**src/aari_pkg.sv**
```systemverilog
// Shared types, widths and helpers for the axis-aligned rectangle ray test.
// No dependencies; imported by aari_front, aari_back and the top module.
package aari_pkg;

  localparam int WORD_BITS = 32;
  localparam int FRAC_BITS = 16;
  localparam int TEX_BITS  = 16;
  localparam int NUM_BITS  = WORD_BITS + 1;
  // Dividend of the t divide: |num| << FRAC_BITS.
  localparam int TDIV_BITS = NUM_BITS + FRAC_BITS;
  // Coordinate after origin + t*dir: wide enough to stay exact.
  localparam int CRD_BITS  = 2 * WORD_BITS - FRAC_BITS + 2;
  // Dividend of the tex divide: (c - lo) << TEX_BITS, c inside bounds.
  localparam int XDIV_BITS = WORD_BITS + 1 + TEX_BITS;
  localparam int QDEPTH    = 4;
  localparam int QPTR_BITS = $clog2(QDEPTH);

  localparam logic [1:0] AXIS_XY = 2'd0;
  localparam logic [1:0] AXIS_XZ = 2'd1;
  localparam logic [1:0] AXIS_YZ = 2'd2;

  localparam logic [2:0] REG_AXIS   = 3'd0;
  localparam logic [2:0] REG_OFFSET = 3'd1;
  localparam logic [2:0] REG_F_LO   = 3'd2;
  localparam logic [2:0] REG_F_HI   = 3'd3;
  localparam logic [2:0] REG_S_LO   = 3'd4;
  localparam logic [2:0] REG_S_HI   = 3'd5;
  localparam logic [2:0] REG_MAT    = 3'd6;

  typedef logic signed [WORD_BITS-1:0] word_t;

  // Classified ray handed from the front part to the back part.
  typedef struct packed {
    logic                        live;    // candidate for a hit
    logic [1:0]                  axis;
    logic                        front;
    word_t                       o_n;
    word_t                       o_f;
    word_t                       o_s;
    word_t                       d_n;
    word_t                       d_f;
    word_t                       d_s;
    word_t                       t_lo;
    word_t                       t_hi;
    logic signed [NUM_BITS-1:0]  num;     // plane_offset - origin_n
  } ray_t;

  typedef struct packed {
    logic                hit;
    word_t               hit_t;
    logic [TEX_BITS:0]   tex_u;
    logic [TEX_BITS:0]   tex_v;
    word_t               point_x;
    word_t               point_y;
    word_t               point_z;
    logic                front_face;
    logic [15:0]         material_out;
  } res_t;

endpackage

```
**src/aari_front.sv**
```systemverilog
// Front part: accepts rays, selects the axes of the plane and forms the
// numerator of the t divide. Depends on aari_pkg.
module aari_front
  import aari_pkg::*;
(
  input  logic        clk,
  input  logic        rst,
  input  logic        in_valid,
  output logic        in_ready,
  input  word_t       o_x, o_y, o_z, d_x, d_y, d_z, t_lo, t_hi,
  input  logic [1:0]  axis,
  input  word_t       offset,
  output logic        out_valid,
  input  logic        out_ready,
  output ray_t        out_ray
);
  ray_t r;
  always_comb begin
    r      = '0;
    r.axis = axis;
    r.t_lo = t_lo;
    r.t_hi = t_hi;
    unique case (axis)
      AXIS_XY: begin
        r.o_n = o_z; r.d_n = d_z; r.o_f = o_x; r.d_f = d_x; r.o_s = o_y; r.d_s = d_y;
      end
      AXIS_XZ: begin
        r.o_n = o_y; r.d_n = d_y; r.o_f = o_x; r.d_f = d_x; r.o_s = o_z; r.d_s = d_z;
      end
      AXIS_YZ: begin
        r.o_n = o_x; r.d_n = d_x; r.o_f = o_y; r.d_f = d_y; r.o_s = o_z; r.d_s = d_z;
      end
      default: ;
    endcase
    r.live  = (axis inside {AXIS_XY, AXIS_XZ, AXIS_YZ}) && (r.d_n != '0);
    r.front = r.d_n[WORD_BITS-1];
    r.num   = NUM_BITS'(offset) - NUM_BITS'(r.o_n);
  end

  // One output register; accept whenever it is empty or being drained.
  assign in_ready = !out_valid || out_ready;
  always_ff @(posedge clk) begin
    if (rst) begin
      out_valid <= 1'b0;
    end else if (in_ready) begin
      out_valid <= in_valid;
    end
    if (in_ready && in_valid) begin
      out_ray <= r;
    end
  end
endmodule

```
**config.mk**
```make
export PLATFORM = sky130hd
export DESIGN_NAME = aari_front
export DESIGN_NICKNAME = d
export VERILOG_FILES = /design/src/aari_pkg.sv /design/src/aari_front.sv
export SDC_FILE = /design/constraint.sdc
export NUM_CORES = 1
export LEC_CHECK = 0
export ABC_AREA = 1
export BUFFER_PORTS_ARGS = -buffer_cell sky130_fd_sc_hd__buf_4
export CAP_MARGIN = 30
export CORE_AREA = 2 2 226 228
export CTS_CLUSTER_DIAMETER = 40
export DETAILED_ROUTE_END_ITERATION = 10
export DIE_AREA = 0 0 228 230
export RECOVER_POWER = 50
export SYNTH_ARGS = -nofsm -noshare
export SYNTH_HDL_FRONTEND = slang
export SYNTH_SLANG_ARGS = --single-unit
```
**constraint.sdc**
```tcl
create_clock -name clk -period 17.4 [get_ports clk]
set_clock_uncertainty 0.05 [all_clocks]
set_input_delay 0.87 -clock clk [delete_from_list [all_inputs] [get_ports clk]]
set_output_delay 0.87 -clock clk [all_outputs]
set_load 0.02 [all_outputs]
```
## Word-level counts from Yosys, hierarchy flattened

Cells that the tools add are included.
Widths: inputs -> output; s select.

- Output and inout port bits: 295
- Input port bits: 294
- Logic and storage cells: 24
- Register bits: 294

- Eq/ne operators: 2
- $add $sub $neg: 1
- Mux-type cells: 1
- Reduce and logical (&&, ||, !) cells: 7

Operator list:

| cell | number |
|---|---|
| $pmux 192 s3 | 1 |
| $sub 32x32->33 | 1 |
| $reduce_bool 32->1 | 1 |
| $reduce_bool 3->1 | 1 |
| $eq 2x1->1 const B | 1 |
| $eq 2x2->1 const B | 1 |
| $logic_and 1x1->1 | 2 |
| $logic_not 2->1 | 1 |
| $logic_not 1->1 | 1 |
| $logic_or 1x1->1 | 1 |

## Depth between registers and ports, before layout

- Depth after elaboration: 4
- Gate-level depth with buffers: 21
- Mapped depth without buffers: 18

## Worst setup path after synthesis

OpenSTA, ideal clock, no wires.

- Kind: input-to-reg
- Start: input port in_valid
- End: register out_ray[0] (netlist name), enable pin
- Path buffers: 0
- Path slack: 1.399 ns
- Stages on the path: 2
- Library setup time: 1.044 ns
- Data required time: 16.306 ns
- Arrival time: 14.907 ns
- Path through: inv_1 -> a21oi_1

- Word-level cells in the longest chain between the ends: 1

Ends and longest elaborated chain:

| what | RTL line | source |
|---|---|---|
| start: declaration | aari_front.sv:8 | `input logic in_valid,` |
| $logic_and 1x1->1 | aari_front.sv:48 | `if (in_ready && in_valid) begin` |
| end signal: assignment | aari_front.sv:49 | `out_ray <= r;` |
| end: declaration | aari_front.sv:15 | `output ray_t out_ray` |

No other way between the ends.
A chain may end at the register's enable or synchronous reset.

## Worst setup path in the final report

- Start: input port out_ready
- End: register out_ray[180] (netlist name), enable pin

- Word-level cells in the longest chain between the ends: 2

Ends and longest elaborated chain:

| what | RTL line | source |
|---|---|---|
| start: declaration | aari_front.sv:14 | `input logic out_ready,` |
| $logic_or 1x1->1 | aari_front.sv:41 | `assign in_ready = !out_valid \|\| out_ready;` |
| $logic_and 1x1->1 | aari_front.sv:48 |  |

No other way between the ends.

==> flow_metrics.env <==
export IMPL_postSynth_topFlopCell="sky130_fd_sc_hd__edfxtp_1"
export IMPL_critical_path_buf_inv_count=4
export IMPL_r2r_setup_slack_ns=7.99
export IMPL_place_congestion=1.00
export IMPL_synth_cells=1539
export IMPL_post_cts_resized_instances=0
export IMPL_number_of_global_route_vias_before_repair=13300
export IMPL_final_max_slew_violation_count=267
export IMPL_start_util=0.291
export IMPL_timing_setup_tns_ns=0
export IMPL_postRouteWirelength_mm=59.8
export IMPL_cts_root_buffer="sky130_fd_sc_hd__clkbuf_16"
export IMPL_route_detailed_vias_per_inst=4.65
export IMPL_insertion_delay_ns=0.59
export IMPL_cts_hold_buffers_added=0
export IMPL_timing_critical_path_depth=5
export IMPL_core_region_area_sq_mm=0.0499
export IMPL_reg2regPathDepth=3
export IMPL_die_footprint_sq_mm=0.0524
export IMPL_yosys_area_top_type="sky130_fd_sc_hd__edfxtp_1"
export IMPL_drive_above_1_share=0.263
export IMPL_yosysWarnings=0
export IMPL_ys_seq_elements=293
export IMPL_floorplan_rows=82
export IMPL_detail_route_iter0_violations=1135
export IMPL_area_fraction_of_the_dominant_cell_type_after_synthesis=0.605
export IMPL_worst_path_dominant_cell_family="buffers and inverters"
export IMPL_grt_antenna_before_repair=2
export IMPL_crit_fanout=171
export IMPL_period_needed_ns=9.47
export IMPL_cts_path_max_buffers=3
export IMPL_dr_total_vias=13300
export IMPL_synthesis_area_sq_mm=0.0145
export IMPL_worst_ep_arrival_time_ns=9.63
export IMPL_cts_buffer_count=54
export IMPL_layout_area_overhead_vs_synth_pct=43.9
export IMPL_outcome="finished with violations"
export IMPL_cell_depth_of_the_worst_min_delay_path=1
export IMPL_pre_cts_ws_ns=12.44
export IMPL_slew_headroom=-5.46
export IMPL_synth_top_cells_by_area="sky130_fd_sc_hd__edfxtp_1 60%, sky130_fd_sc_hd__nand2_1 11%, sky130_fd_sc_hd__inv_1 7.9%, sky130_fd_sc_hd__o21ai_0 3.8%, sky130_fd_sc_hd__nor2_1 2.9%"
export IMPL_rsz0062_at_grt="no"
export IMPL_num_io_pins=589
export IMPL_setup_viol_count_final=0
export IMPL_hold_end="out_ray[73]"
export IMPL_avgRoutedWirePerCell_um=20.9
export IMPL_synth_enable_flop_cells=292
export IMPL_endpoint_kind="flip-flop"
export IMPL_cpPeakStageDelay_ns=6.71
export IMPL_commonest_non_fill_non_tap_cell_in_the_layout="sky130_fd_sc_hd__nand2_1"
export IMPL_tritoncts="built"
export IMPL_synth_sequential_area_ratio=0.606
export IMPL_htree_levels=2
export IMPL_detailedRoute_firstPassIterationCount=5
export IMPL_setup_worst_path_class="input port to flip-flop"
export IMPL_ffs_w_async_s_r_synth=0
export IMPL_ant_nets=0
export IMPL_die_height_um=230
export IMPL_final_cell_mix="441 x sky130_fd_sc_hd__nand2_1, 405 x sky130_fd_sc_hd__buf_4, 306 x sky130_fd_sc_hd__inv_1"
export IMPL_timing_hold_worst_start="t_lo[8]"
export IMPL_final_hold_viol_count=0
export IMPL_worst_setup_path_start_kind="input port"
export IMPL_violations="capacitance limit, slew limit"
export IMPL_ys_types=33
export IMPL_post_detail_place_hpwl_mm=45.6
export IMPL_cts_post_setup_buffers_inserted=0
export IMPL_cap_violations=3
export IMPL_die_width_um=228
export IMPL_globalRouteOverflowTotal=0
export IMPL_port_buffers=588
export IMPL_syn_nets=1866
export IMPL_worst_hold_path_type="input port to flip-flop"
export IMPL_layout_setup_ws_ns=7.93
export IMPL_power_density_mw_per_mm2=114
export IMPL_path_clk_slew_ns=0.06
export IMPL_worst_r2r_startpoint="out_valid"
export IMPL_static_leakage_power_uw=0.00994
export IMPL_grt_total_usage=0.218
export IMPL_critPathRequiredTime_ns=17.56
export IMPL_synth_area_per_cell_sq_um=9.42
export IMPL_number_of_clock_sinks_seen_by_cts=293
export IMPL_largest_net_degree_at_the_start_of_global_routing=172
export IMPL_nNetsFinal=2471
export IMPL_ir_worst_vdd_uv=64.9
export IMPL_layout_worst_path_cycle_share=0.544
export IMPL_cell_with_the_largest_stage_delay_on_the_worst_path="sky130_fd_sc_hd__clkbuf_1"
export IMPL_grt_pass1_wl_mm=84.5
export IMPL_crit_path_cell_trace="clkbuf_4 > inv_1 > a21oi_1 > clkbuf_1 > buf_4"
export IMPL_crit_reg2reg_capture="out_ray[180]"
export IMPL_slew_at_the_pin_closest_to_its_max_slew_limit_ns=9.69
export IMPL_detail_route_drc_violations=0
export IMPL_fmaxAchievable_mhz=106
[where the power goes]
part           internal (uW)  switching (uW)  leakage [uW]
Sequential               862            22.6       0.00288
Clock                    655             398      0.000870
Combinational            152             286       0.00619
[cells by family after synthesis]
group | share of synthesized area
AOI/OAI and AO/OA | 0.0869
xor gates and xnor gates | 0.00906
adders and majority gates | 0.0290
buffers and inverters | 0.101
DFF | 0.606
and+or+nand+nor | 0.168
[cell type report]
class | instances | area, sq um
timing repair buffer | 598 | 4000
clock buffer | 58 | 1370
tap | 672 | 841
fill | 5033 | 29000
inverter | 308 | 1160
sequential | 293 | 8790
multi-input combinational | 889 | 4250
clock inverter | 42 | 462
antenna | 1 | 2.50
[worst max-delay path by stage]
stage | startpoint | endpoint | slack, ns
after floorplan | in_valid | out_ray[0] | 1.40
after global placement | axis[1] | out_ray[25] | 12.48
after detailed placement | axis[1] | out_ray[18] | 12.44
after CTS | axis[1] | out_ray[18] | 13.08
after global routing | out_ready | out_ray[188] | 7.17
final | out_ready | out_ray[180] | 7.93
[synth_stat cells, types with 4 or more instances]
master and number:
sky130_fd_sc_hd__a21oi_1 33, sky130_fd_sc_hd__xor2_1 12, sky130_fd_sc_hd__o21bai_1 11, sky130_fd_sc_hd__o22ai_1 53, sky130_fd_sc_hd__buf_2 19, sky130_fd_sc_hd__clkbuf_1 14
sky130_fd_sc_hd__nand3_1 45, sky130_fd_sc_hd__o21ai_0 111, sky130_fd_sc_hd__inv_1 305, sky130_fd_sc_hd__a21oi_2 9, sky130_fd_sc_hd__nand4_1 4, sky130_fd_sc_hd__ha_1 32
sky130_fd_sc_hd__edfxtp_1 292, sky130_fd_sc_hd__nor2_1 112, sky130_fd_sc_hd__buf_6 11, sky130_fd_sc_hd__nor2_2 5, sky130_fd_sc_hd__nand2_1 443, sky130_fd_sc_hd__buf_4 4
[sequential cells by signal, indices dropped and copies added, names as in the netlist]
register and flops:
out_ray 292, out_valid 1
[per-stage QoR]
stage,area (sq um),hold slack (ns),power [uW],utilization,instances
detailed placement,19600,0.515,1350,0.392,2760
global placement,19500,0.480,1350,0.392,2759
global route,20900,0.383,2470,0.418,2861
CTS,21400,0.354,2410,0.429,2860
floorplan,14500,0.655,1140,-,1539
finish,20900,0.418,2380,0.418,2861
[layer usage]
metal / up-vias / share of wire / track usage
met1: 6191 / 0.38 / 0.258
met2: 771 / 0.48 / 0.373
li1: 6209 / - / -
met4: 4 / 0.035 / 0.0729
met3: 127 / 0.10 / 0.0680
met5: - / 0.0031 / 0.0230
[worst reg2reg max path, cell delays in order, from the launching register on]
cell	delay, ns
sky130_fd_sc_hd__dfxtp_1	0.33
sky130_fd_sc_hd__a21oi_1	0.19
sky130_fd_sc_hd__clkbuf_1	6.71
sky130_fd_sc_hd__buf_4	1.72
Note: power is estimated with default switching activity, not from simulation.
