<file path="src/aari_queue.sv">
// Short FIFO between front and back parts, plus the result skid queue.
// Depends on nothing; generic width via parameter.
module aari_queue #(
  parameter int W = 8,
  parameter int DEPTH = 4
) (
  input  logic         clk,
  input  logic         rst,
  input  logic         wr_valid,
  output logic         wr_ready,
  input  logic [W-1:0] wr_data,
  output logic         rd_valid,
  input  logic         rd_ready,
  output logic [W-1:0] rd_data
);
  localparam int PB = $clog2(DEPTH);
  logic [W-1:0] mem [DEPTH];
  logic [PB-1:0] wp, rp;
  logic [PB:0]   cnt;
  logic wr, rd;
  assign wr_ready = cnt != (PB+1)'(DEPTH);
  assign rd_valid = cnt != '0;
  assign wr = wr_valid && wr_ready;
  assign rd = rd_valid && rd_ready;
  assign rd_data = mem[rp];
  always_ff @(posedge clk) begin
    if (rst) begin
      wp <= '0; rp <= '0; cnt <= '0;
    end else begin
      if (wr) wp <= (wp == PB'(DEPTH-1)) ? '0 : wp + 1'b1;
      if (rd) rp <= (rp == PB'(DEPTH-1)) ? '0 : rp + 1'b1;
      cnt <= cnt + (PB+1)'(wr) - (PB+1)'(rd);
    end
    if (wr) mem[wp] <= wr_data;
  end
endmodule

</file>
<file path="config.mk">
export PLATFORM = sky130hd
export DESIGN_NAME = aari_queue
export DESIGN_NICKNAME = d
export VERILOG_FILES = /design/src/aari_queue.sv
export SDC_FILE = /design/constraint.sdc
export NUM_CORES = 1
export LEC_CHECK = 0
export ABC_AREA = 1
export BUFFER_PORTS_ARGS = -buffer_cell sky130_fd_sc_hd__buf_2
export CAP_MARGIN = 0
export CORE_AREA = 2 2 73 54
export CTS_CLUSTER_DIAMETER = 100
export DETAILED_ROUTE_END_ITERATION = 8
export DIE_AREA = 0 0 75 56
export HOLD_SLACK_MARGIN = 0.06
export PLACE_DENSITY_LB_ADDON = 0.3
export SLEW_MARGIN = 15
export SYNTH_ARGS = -nofsm -noshare
export SYNTH_HDL_FRONTEND = slang
export SYNTH_SLANG_ARGS = --single-unit
</file>
<file path="constraint.sdc">
create_clock -name clk -period 1.8 [get_ports clk]
set_clock_uncertainty 0.15 [all_clocks]
set_input_delay 0.09 -clock clk [delete_from_list [all_inputs] [get_ports clk]]
set_output_delay 0.09 -clock clk [all_outputs]
set_load 0.02 [all_outputs]
</file>
# --- Word-level counts from Yosys, hierarchy flattened ---
# Memories as Yosys holds them, arrays and structs flattened. A register that Yosys moved wholly into a read port is not among the register bits.
# Cells that the tools add are included.
word_totals:
  mem_count: 1
  inputBits: 12
  out_inout_bits: 10
  wordCells: 20
  mem_bits_rw: 32
  register_bits: 7
memory_table:
  columns: ["name", "depth", "width", "read_ports", "rd_ports_with_merged_regs", "wr", "line", "rtl"]
  rows:
  - ["mem", 4, 8, 1, 1, 1, "17", "logic [W-1:0] mem [DEPTH];"]
classes:
  add_sub_neg: 4
  eq_ne: 3
  n_reduce_logical: 3
  muxes: 6
op_table:
  columns: ["operator", "count"]
  rows:
  - ["2-bit 2-to-1 mux", 4]
  - ["2-bit by 1-bit adder with 2-bit output, second input constant", 2]
  - ["2-bit equality test, second input constant", 2]
  - ["3-bit by 1-bit adder with 3-bit output", 1]
  - ["3-bit != test, second input constant", 1]
  - ["3-bit nonzero test", 1]
  - ["3-bit by 1-bit subtractor with 3-bit output", 1]
  - ["1-bit logical AND", 2]
  - ["1-bit 2-to-1 mux", 2]

# --- Depth between registers and ports, before layout ---
# Gate-level depths: netlist of run 1.
logic_depth:
  word_depth: 4
  mapped_depth: 12
  ltp_nobuf: 12

# --- Least setup slack after synthesis of run 1 ---
# No wires, ideal clock.
synth_timing:
  path_type: "reg-to-reg"
  start: "register cnt[1]"
  end: "register cnt[2]"
  synth_period_minus_slack_ns: 1.968
  path_slack_ns: -0.168
  path_buffers: 0
  t_arrival_ns: 1.705
  setup_ns: 0.113
  path_stages_with_launch: 13
  t_required_ns: 1.537
  cell_sequence: "dfxtp_1 -> nor2_4 -> nand2_4 -> nand2_4 -> ha_1 -> inv_1 -> ha_1 -> inv_1 -> fa_1 -> inv_1 -> nand2_1 -> nand2_1 -> nor2_1"
synth_between:
  elab_chain_len: 4
  elab_cells_between_ends: 6
  classes_between: "2 x add/sub; 1 x eq/ne; 3 x reduce/logical"
synth_rtl:
  columns: ["item", "line", "rtl"]
  rows:
  - ["from (decl)", "19", "logic [PB:0] cnt;"]
  - ["from (signal assigned)", "32", "cnt <= cnt + (PB+1)'(wr) - (PB+1)'(rd);"]
  - ["3-bit != test", "21", "assign wr_ready = cnt != (PB+1)'(DEPTH);"]
  - ["via wr_ready", "10", "output logic wr_ready,"]
  - ["1-bit logical AND", "23", "assign wr = wr_valid && wr_ready;"]
  - ["3-bit by 1-bit adder with 3-bit output", "32", null]
  - ["3-bit by 1-bit subtractor with 3-bit output", "32", null]
# The timed path passes the listed nets, and every way through them passes these cells.
# A chain may end at the register's enable or synchronous reset.

# --- Worst setup path in the final report of run 1 ---
layout_timing:
  start: "register cnt[0]"
  end: "register cnt[1]"
layout_between:
  elab_chain_len: 4
  elab_cells_between_ends: 6
  classes_between: "2 x add/sub; 1 x eq/ne; 3 x reduce/logical"
layout_rtl:
  columns: ["item", "line"]
  rows:
  - ["3-bit != test", "21"]
  - ["1-bit logical AND", "23"]
  - ["3-bit by 1-bit adder with 3-bit output", "32"]
  - ["3-bit by 1-bit subtractor with 3-bit output (*)", "32"]
# Every way passes the cells marked *; elsewhere a longest branch is shown, timed or not.

==> run_results.csv, run 1 <==
group,metric,value,unit
outcome,status,"finished with violations",
outcome,violations,"setup timing",
floorplanning,die_area,4200,um2
setup_path,arrival,1.92,ns
floorplanning,start_util,0.495,
cells_and_area,finish.utilization,0.642,
floorplanning,rows,18,
synth,synth_nets,159,
sta,setup_viol,2,
global_routing,grt_max_degree,17,
setup_path,crit_path_end_kind,"flop",
synth,synth_warnings,0,
synth,synth_cells,139,
synth,syn_area,1710,um2
detailed_routing,viasPerCell,4.67,
clock_network,cts_buffer_depth,2,
detailed_routing,wl_per_cell,13.2,um
place,placed_cell_area,1950,um2
global_routing,overflow,0,
synth,yosysUniqueCellTypes,21,
detailed_routing,finalWirelength,3200,um
floorplanning,io_pins,22,
sta,period_needed,1.88,ns
sta,max_freq,0.533,GHz
cells_and_area,post_route_cells_drive_above_1_share,0.344,
setup_path,cp_slowest_cell,"fa_2",
place,gp_congestion,0.732,
clock_network,cts_tree,"yes",
clock_network,htree_levels,2,
job,cap_viol_max_count,0,
setup_path,cp_cell_sequence,"nor2_4 -> nand2_4 -> nand2_4 -> ha_4 -> inv_2 -> ha_4 -> inv_2 -> fa_2 -> nor2_1",
clock_network,clk_pin_slew,0.08,ns
floorplanning,core,3450,um2
floorplanning,die_y,56,um
setup_path,slowest_delay,0.51,ns
floorplanning,die_width,75,um
cells_and_area,antenna_cells,0,
sta,timing.final.ws_setup,-0.0776,ns
place,dp_hpwl,2170,um
detailed_routing,drc,0,
sta,fin_crit_sh,1.04,
setup_path,path_class,"flop to flop",
synth,ys_ff_latch,41,
cells_and_area,final_area,2210,um2
clock_network,clock-root-buffer,"clkbuf_8",
detailed_routing,vias,1130,
global_routing,grt_use_total,0.169,
cells_and_area,layout.nets,211,
synth,postSynthAreaPerCell,12.3,um2
clock_network,cts_made_buffers,5,
power_and_ir_drop,peakVddDrop,0.000592,V
sta,final_hold_viol_count,0,
place,io_buffers,21,
setup_path,cp_top_family,"adder cells",
setup_path,startpoint_type,"flop",
sta,slew_viol_final,0,
setup_path,worstPathRequired,1.84,ns
detailed_routing,drt_iter0_drc,91,
sta,worst_pin_slew,0.389,ns
setup_path,cp.buffers_inverters,2,
global_routing,grt_pass1_wl,5130,um
setup_path,worst-path-max-fanout,3,
clock_network,numClockSinks,41,
cells_and_area,multi_input_area,526,um2
hold_path,hold_path_class,"input pin to flop",
cells_and_area,seq_area,1150,um2
clock_network,worstSkewPairLatency,0.29,ns
detailed_routing,drt_pre_antenna_iters,4,
cells_and_area,fillCellCount,261,
power_and_ir_drop,p_leak,0.888,nW
synth,ys_seq_area_frac,0.669,
power_and_ir_drop,power_density,1400,nW/um2
cells_and_area,syn2layout_area_growth,29.6,%
global_routing,grt_antenna_before_repair,0,
place,place_ws,-0.0982,ns
sta,rsz0062_at_grt,"yes",
detailed_routing,ant_nets,0,
global_routing,grt_pass1_vias,1121,
sta,slew_headroom,0.740,
[cells in the mapped netlist]
master     n  area (um2)
edfxtp_1  32         961
nor2_1    31         116
inv_1     12        45.0
o21ai_0   12        60.1
dfxtp_1    9         180
nand2_1    8        30.0
o22ai_1    8        50.1
ha_1       7        87.6
o21ai_2    4        35.0
buf_6      2        22.5
inv_2      2        7.51
nand2_4    2        22.5
nand3b_1   2        15.0
a21boi_2   1        11.3
a21oi_1    1        5.00
fa_1       1        20.0
nand3_1    1        5.00
nor2_2     1        6.26
nor2_4     1        11.3
or2_2      1        6.26
xnor2_1    1        8.76
[where the power goes]
group          switching, W  total (W)  internal (W)
logic              0.000704    0.00119      0.000485
registers          0.000111    0.00130       0.00119
clock network      0.000294   0.000604      0.000310
total               0.00111    0.00309       0.00198
[cell usage in the layout, fill, tap and decap left out, drive strengths merged]
cell          n
o22ai         8
dlygate4sd3  11
a21oi         1
nand2        10
o21ai        16
ha            7
edfxtp       32
or2           1
buf          36
fa            1
clkbuf        6
inv          14
nand3b        2
nand3         1
xnor2         1
a21boi        1
clkinv        2
nor2         33
dfxtp         9
[path summary, 6_finish.rpt]
path | slack (ns) | depth (start not counted) | startpoint | end
worst min-delay path | 0.21 | 5 | rd_ready | rp[1]
worst min register to register | 0.37 | 2 | rp[1] | rp[1]
worst max-delay path | -0.08 | 9 | cnt[0] | cnt[1]
worst max register to register | -0.08 | 9 | cnt[0] | cnt[1]
[flip-flops by register name, summed over array words and instances (netlist names), named ones only]
register / count
cnt: 3
wp: 2
rp: 2
mem: 32
[layout make-up]
| type | count | share of cell area |
|---|---|---|
| clock buffer | 6 | 0.0373 |
| clock inverter | 2 | 0.00622 |
| inverter | 14 | 0.0238 |
| multi-input combinational | 82 | 0.238 |
| sequential | 41 | 0.519 |
| tap | 50 | 0.0283 |
| timing repair buffer | 47 | 0.148 |
[stage by stage]
stage / power (W) / setup TNS [ns] / std cells / hold slack [ns]
floorplan: 0.00203 / -0.134 / 139 / -0.000687
global placement: 0.00235 / -0.0298 / 219 / 0.119
detailed placement: 0.00240 / -0.160 / 219 / 0.133
CTS: 0.00309 / -0.141 / 239 / -0.0120
global route: 0.00331 / -0.309 / 242 / 0.231
finish: 0.00309 / -0.147 / 242 / 0.211
[worst register-to-register path: cells and delay by family, from the launching register on]
kind / cells / cell delay [ns]
flip-flops: 1 / 0.36
AND/OR/NAND/NOR: 4 / 0.37
buffers and inverters: 2 / 0.09
adder cells (fa/ha/maj): 3 / 0.83
[metal layers]
metal	track usage	vias up	part of all wire
met1	0.211	524	0.47
met5	0	-	0
met3	0.0525	4	0.033
li1	-	583	-
met4	0.0612	0	0.0066
met2	0.274	19	0.49
[kinds of logic (layout without fill, tap and decap cells)]
| family | count (synthesis) | count (layout) | share of synthesized area |
|---|---|---|---|
| and+or+nand+nor | 47 | 47 | 0.125 |
| DFF | 41 | 41 | 0.669 |
| AOI/OAI and AO/OA | 26 | 26 | 0.0946 |
| buffers and inverters | 16 | 69 | 0.0440 |
| adders and majority gates | 8 | 8 | 0.0630 |
| xor gates and xnor gates | 1 | 1 | 0.00513 |
[repair_timing]
| item | in CTS | in global routing |
|---|---|---|
| hold buffers | 10 | 1 |
| endpoints found under the hold margin | 41 | 1 |
| pin swaps | 3 | 2 |
| setup endpoints to repair | 3 | 8 |
| gates resized for setup | 8 | 2 |
| buffers inserted | 2 | 2 |
No activity file was read; power rests on OpenSTA's default activity.
==> run 2, diff against run 1 <==
--- a/config.mk
+++ b/config.mk
@@ -12,6 +12,7 @@
 export CTS_CLUSTER_DIAMETER = 100
 export DETAILED_ROUTE_END_ITERATION = 8
 export DIE_AREA = 0 0 75 56
+export GPL_TIMING_DRIVEN = 0
 export HOLD_SLACK_MARGIN = 0.06
 export PLACE_DENSITY_LB_ADDON = 0.3
 export SLEW_MARGIN = 15
==> run_results.csv, run 2 (synthesis results as in run 1) <==
group,metric,value,unit
power_and_ir_drop,power_density,1420,nW/um2
cells_and_area,antenna_cells,0,
outcome,status,"finished with violations",
floorplanning,die_area,4200,um2
global_routing,grt_pass1_vias,1202,
place,dp_hpwl,2240,um
cells_and_area,post_route_cells_drive_above_1_share,0.335,
hold_path,hold_path_class,"input pin to flop",
cells_and_area,final_area,2180,um2
clock_network,worstSkewPairLatency,0.29,ns
cells_and_area,top_regs,"mem: 32 flops, cnt: 3 flops",
detailed_routing,vias,1163,
sta,period_needed,1.90,ns
global_routing,grt_max_degree,13,
setup_path,path_class,"flop to flop",
sta,fin_crit_sh,1.06,
setup_path,slowest_delay,0.52,ns
clock_network,numClockSinks,41,
clock_network,htree_levels,2,
detailed_routing,finalWirelength,3370,um
cells_and_area,layout.nets,204,
sta,final_hold_viol_count,0,
place,gp_congestion,0.703,
detailed_routing,wl_per_cell,14.4,um
clock_network,clk_pin_slew,0.07,ns
place,io_buffers,21,
detailed_routing,drt_pre_antenna_iters,4,
outcome,violations,"setup timing",
sta,tns,-0.195,ns
setup_path,arrival,1.94,ns
clock_network,cts_tree,"yes",
cells_and_area,final_cell_mix,"32 x edfxtp_1, 26 x nor2_1, 21 x buf_2",
floorplanning,io_pins,22,
detailed_routing,drt_iter0_drc,76,
sta,max_freq,0.526,GHz
detailed_routing,ant_nets,0,
setup_path,crit_path_end_kind,"flop",
sta,slew_viol_final,0,
clock_network,cts_made_buffers,5,
floorplanning,start_util,0.495,
floorplanning,core,3450,um2
global_routing,grt_antenna_before_repair,0,
sta,slew_headroom,0.655,
power_and_ir_drop,peakVddDrop,0.000922,V
cells_and_area,syn2layout_area_growth,27.9,%
job,cap_viol_max_count,0,
setup_path,cp.buffers_inverters,2,
global_routing,grt_pass1_wl,5580,um
sta,worst_pin_slew,0.517,ns
clock_network,cts_buffer_depth,2,
global_routing,grt_use_total,0.185,
sta,setup_viol,2,
detailed_routing,drc,0,
sta,timing.final.ws_setup,-0.102,ns
cells_and_area,top_register,"mem",
setup_path,cp_cell_sequence,"nor2_4 -> nand2_4 -> nand2_4 -> ha_4 -> inv_4 -> ha_4 -> inv_2 -> fa_2 -> nor2_2",
cells_and_area,largest_register_ffs,32,
cells_and_area,final_common_cell,"edfxtp_1",
setup_path,cp_top_family,"adder cells",
setup_path,worstPathRequired,1.84,ns
detailed_routing,viasPerCell,4.95,
place,placed_cell_area,1890,um2
cells_and_area,fin_cells,235,
power_and_ir_drop,p_leak,0.848,nW
clock_network,clock-root-buffer,"clkbuf_8",
global_routing,overflow,0,
setup_path,worst-path-max-fanout,3,
place,place_inst,210,
sta,rsz0062_at_grt,"yes",
setup_path,cp_slowest_cell,"fa_2",
floorplanning,die_width,75,um
floorplanning,die_y,56,um
setup_path,startpoint_type,"flop",
floorplanning,rows,18,
-- run 2: cell count changes in the layout (fill, tap and decap cells not counted), sizes merged --
cell and change:
buf -8, clkbuf +2, clkinv -2, dlygate4sd3 +1
-- run 2: power by group --
| group | switching (W) | internal (W) |
|---|---|---|
| sequential | 0.000118 | 0.00119 |
| clock | 0.000287 | 0.000312 |
| combinational | 0.000723 | 0.000466 |
| total | 0.00113 | 0.00197 |
-- run 2: timing repair --
item / CTS / global route
setup buffers: 4 / 1
hold buffers: 11 / 1
pin swaps: 8 / 6
endpoints found under the setup margin: 10 / 10
resized for setup: 15 / 3
hold endpoints to repair: 41 / 2
-- run 2: worst paths after layout --
path / to / cells past startpoint / slack (ns) / start
worst min-delay path: flop / 5 / 0.23 / rd_ready
worst max-delay path: cnt[1] / 9 / -0.10 / cnt[0]
worst max register to register: cnt[1] / 9 / -0.10 / cnt[0]
worst min register to register: flop / 2 / 0.40 / rp[1]
-- run 2: cell type report --
cell class | count | area, um2
Tap cell | 50 | 62.6
Clock buffer | 8 | 90.1
Buffer | 2 | 22.5
Sequential cell | 41 | 1150
Timing Repair Buffer | 38 | 263
Fill cell | 279 | 1260
Multi-Input combinational cell | 82 | 538
Inverter | 14 | 55.1
-- run 2: tightest hold or removal path, stage by stage --
cell      delay [ns]
buf_2           0.10
a21boi_4        0.14
buf_4           0.13
nor2_1          0.10
nor2_1          0.06
-- run 2: metrics by stage --
stage / worst slack [ns] / hold slack (ns) / power [W] / utilization
CTS: -0.113 / -0.171 / 0.00309 / 0.627
global route: -0.182 / 0.229 / 0.00330 / 0.634
detailed placement: -0.265 / 0.133 / 0.00237 / 0.548
floorplan: -0.0852 / -0.000687 / 0.00203 / -
finish: -0.102 / 0.225 / 0.00310 / 0.634
global placement: -0.174 / 0.114 / 0.00230 / 0.548
-- run 2: per-layer routing --
layer | part of all wire | wire length [um] | GRT usage
met5 | 0 | 0 | 0
met4 | 0.010 | 35 | 0.0765
met3 | 0.060 | 203 | 0.0670
met2 | 0.50 | 1700 | 0.296
met1 | 0.43 | 1440 | 0.225
==> run 3, diff against run 2 <==
==> constraint.sdc (replaced) <==
create_clock -name clk -period 1.8 [get_ports clk]
set_clock_uncertainty 0.15 [all_clocks]
set_input_delay 0.09 -clock clk [delete_from_list [all_inputs] [get_ports clk]]
set_output_delay 0.09 -clock clk [all_outputs]
set_load 0.005 [all_outputs]
==> run_results.csv, run 3 (synthesis results as in run 1) <==
group,metric,value,unit
clock_network,numClockSinks,41,
cells_and_area,seq_area,1150,um2
cells_and_area,antenna_cells,0,
setup_path,rr_worst_depth,12,
sta,worst_pin_slew,0.514,ns
floorplanning,rows,18,
clock_network,cts_tree,"yes",
clock_network,cts_buffer_depth,2,
sta,timing.hold.ws,0.0986,ns
cells_and_area,top_register,"mem",
cells_and_area,final_cell_mix,"32 x edfxtp_1, 27 x nor2_1, 21 x buf_2",
clock_network,clock-root-buffer,"clkbuf_8",
setup_path,cp.buffers_inverters,3,
place,place_inst,210,
detailed_routing,finalWirelength,3400,um
outcome,violations,"setup timing",
power_and_ir_drop,power_density,1340,nW/um2
cells_and_area,largest_register_ffs,32,
sta,setup_viol,2,
floorplanning,die_width,75,um
sta,max_freq,0.521,GHz
cells_and_area,top_regs,"mem: 32 flops, cnt: 3 flops",
setup_path,r2r-end,"cnt[2]",
sta,rsz0062_at_grt,"yes",
setup_path,crit_path_end_kind,"flop",
cells_and_area,syn2layout_area_growth,26.7,%
place,placed_cell_area,1910,um2
hold_path,hold_path_class,"input pin to flop",
setup_path,startpoint_type,"flop",
place,gp_congestion,0.747,
clock_network,worstSkewPairLatency,0.29,ns
floorplanning,start_util,0.495,
global_routing,overflow,0,
floorplanning,die_area,4200,um2
cells_and_area,multi_input_area,541,um2
detailed_routing,drt_iter0_drc,101,
global_routing,grt_use_total,0.180,
detailed_routing,viasPerCell,5.07,
clock_network,clk_pin_slew,0.07,ns
outcome,status,"finished with violations",
cells_and_area,final_common_cell,"edfxtp_1",
job,cap_viol_max_count,0,
place,dp_hpwl,2130,um
sta,slew_headroom,0.657,
sta,slew_viol_final,0,
global_routing,grt_antenna_before_repair,0,
sta,final_hold_viol_count,0,
setup_path,cp_top_family,"adder cells",
global_routing,grt_pass1_vias,1187,
setup_path,path_class,"flop to flop",
global_routing,grt_pass1_wl,5330,um
place,io_buffers,21,
floorplanning,die_y,56,um
detailed_routing,drc,0,
sta,timing.final.ws_setup,-0.119,ns
sta,fin_crit_sh,1.07,
setup_path,r2r_start,"cnt[0]",
hold_path,hold_depth,4,
sta,period_needed,1.92,ns
setup_path,cp_cell_sequence,"nor2_4 -> nand2_4 -> nand2_4 -> ha_4 -> inv_2 -> ha_4 -> inv_2 -> fa_2 -> inv_2 -> nand2_2 -> nand2_2 -> nor2_1",
detailed_routing,vias,1186,
clock_network,htree_levels,2,
setup_path,slowest_delay,0.36,ns
setup_path,r2r_slack,-0.12,ns
clock_network,cts_made_buffers,5,
power_and_ir_drop,peakVddDrop,0.000632,V
cells_and_area,final_area,2160,um2
setup_path,crit_top_cell,"inv_2",
detailed_routing,ant_nets,0,
cells_and_area,fin_cells,234,
setup_path,startpoint,"cnt[0]",
floorplanning,io_pins,22,
global_routing,grt_max_degree,12,
sta,tns,-0.215,ns
detailed_routing,drt_pre_antenna_iters,4,
setup_path,cp_slowest_cell,"dfxtp_4",
floorplanning,core,3450,um2
power_and_ir_drop,p_leak,0.836,nW
cells_and_area,post_route_cells_drive_above_1_share,0.332,
cells_and_area,fillCellCount,276,
detailed_routing,wl_per_cell,14.5,um
setup_path,worst-path-max-fanout,3,
setup_path,arrival,1.96,ns
setup_path,worstPathRequired,1.84,ns
hold_path,hold_start,"rd_ready",
cells_and_area,layout.nets,203,
## run 3: per-stage QoR
stage           util  setup slack [ns]  total power (W)
6_report       0.627            -0.119          0.00290
5_1_grt        0.627            -0.201          0.00309
4_1_cts        0.621           -0.0943          0.00287
3_5_place_dp   0.554            -0.147          0.00222
3_3_place_gp   0.554            -0.106          0.00217
2_1_floorplan      -           -0.0423          0.00190
## run 3: worst min-delay path, cell delays in order
cell	delay [ns]
buf_2	0.11
a21boi_4	0.15
nor2_1	0.09
nor2_1	0.06
## run 3: power breakdown
group | internal [W] | total, W | switching, W
Combinational | 0.000460 | 0.00103 | 0.000566
Clock | 0.000275 | 0.000570 | 0.000295
Sequential | 0.00119 | 0.00131 | 0.000116
## run 3: repair_timing
action                                 4_1_cts  5_1_grt
buffers inserted                             3        2
pin swaps                                    4        2
hold buffers                                11        0
gates resized for setup                      6        4
gates cloned                                 0        0
endpoints found under the hold margin       41        0
setup endpoints to repair                   18       12
## run 3: worst max path at each step
| stage | cells past startpoint | to |
|---|---|---|
| 6_report | 12 | cnt[2] |
| 3_5_place_dp | 11 | cnt[2] |
| 5_1_grt | 12 | cnt[2] |
| 2_1_floorplan | 9 | cnt[1] |
| 4_1_cts | 12 | cnt[2] |
| 3_3_place_gp | 8 | cnt[1] |
## run 3: layer usage
layer | GRT usage | wire, um | up-vias
met1 | 0.218 | 1460 | 584
li1 | - | - | 568
met2 | 0.283 | 1710 | 27
met3 | 0.0725 | 174 | 7
met4 | 0.0714 | 54 | 0
met5 | 0 | 0 | -
## run 3: area by class of cell
cell class / instances / share of cell area
Clock buffer: 8 / 0.0370
Timing Repair Buffer: 37 / 0.117
Buffer: 2 / 0.0104
Sequential cell: 41 / 0.532
Tap cell: 50 / 0.0289
Multi-Input combinational cell: 82 / 0.250
Inverter: 14 / 0.0243
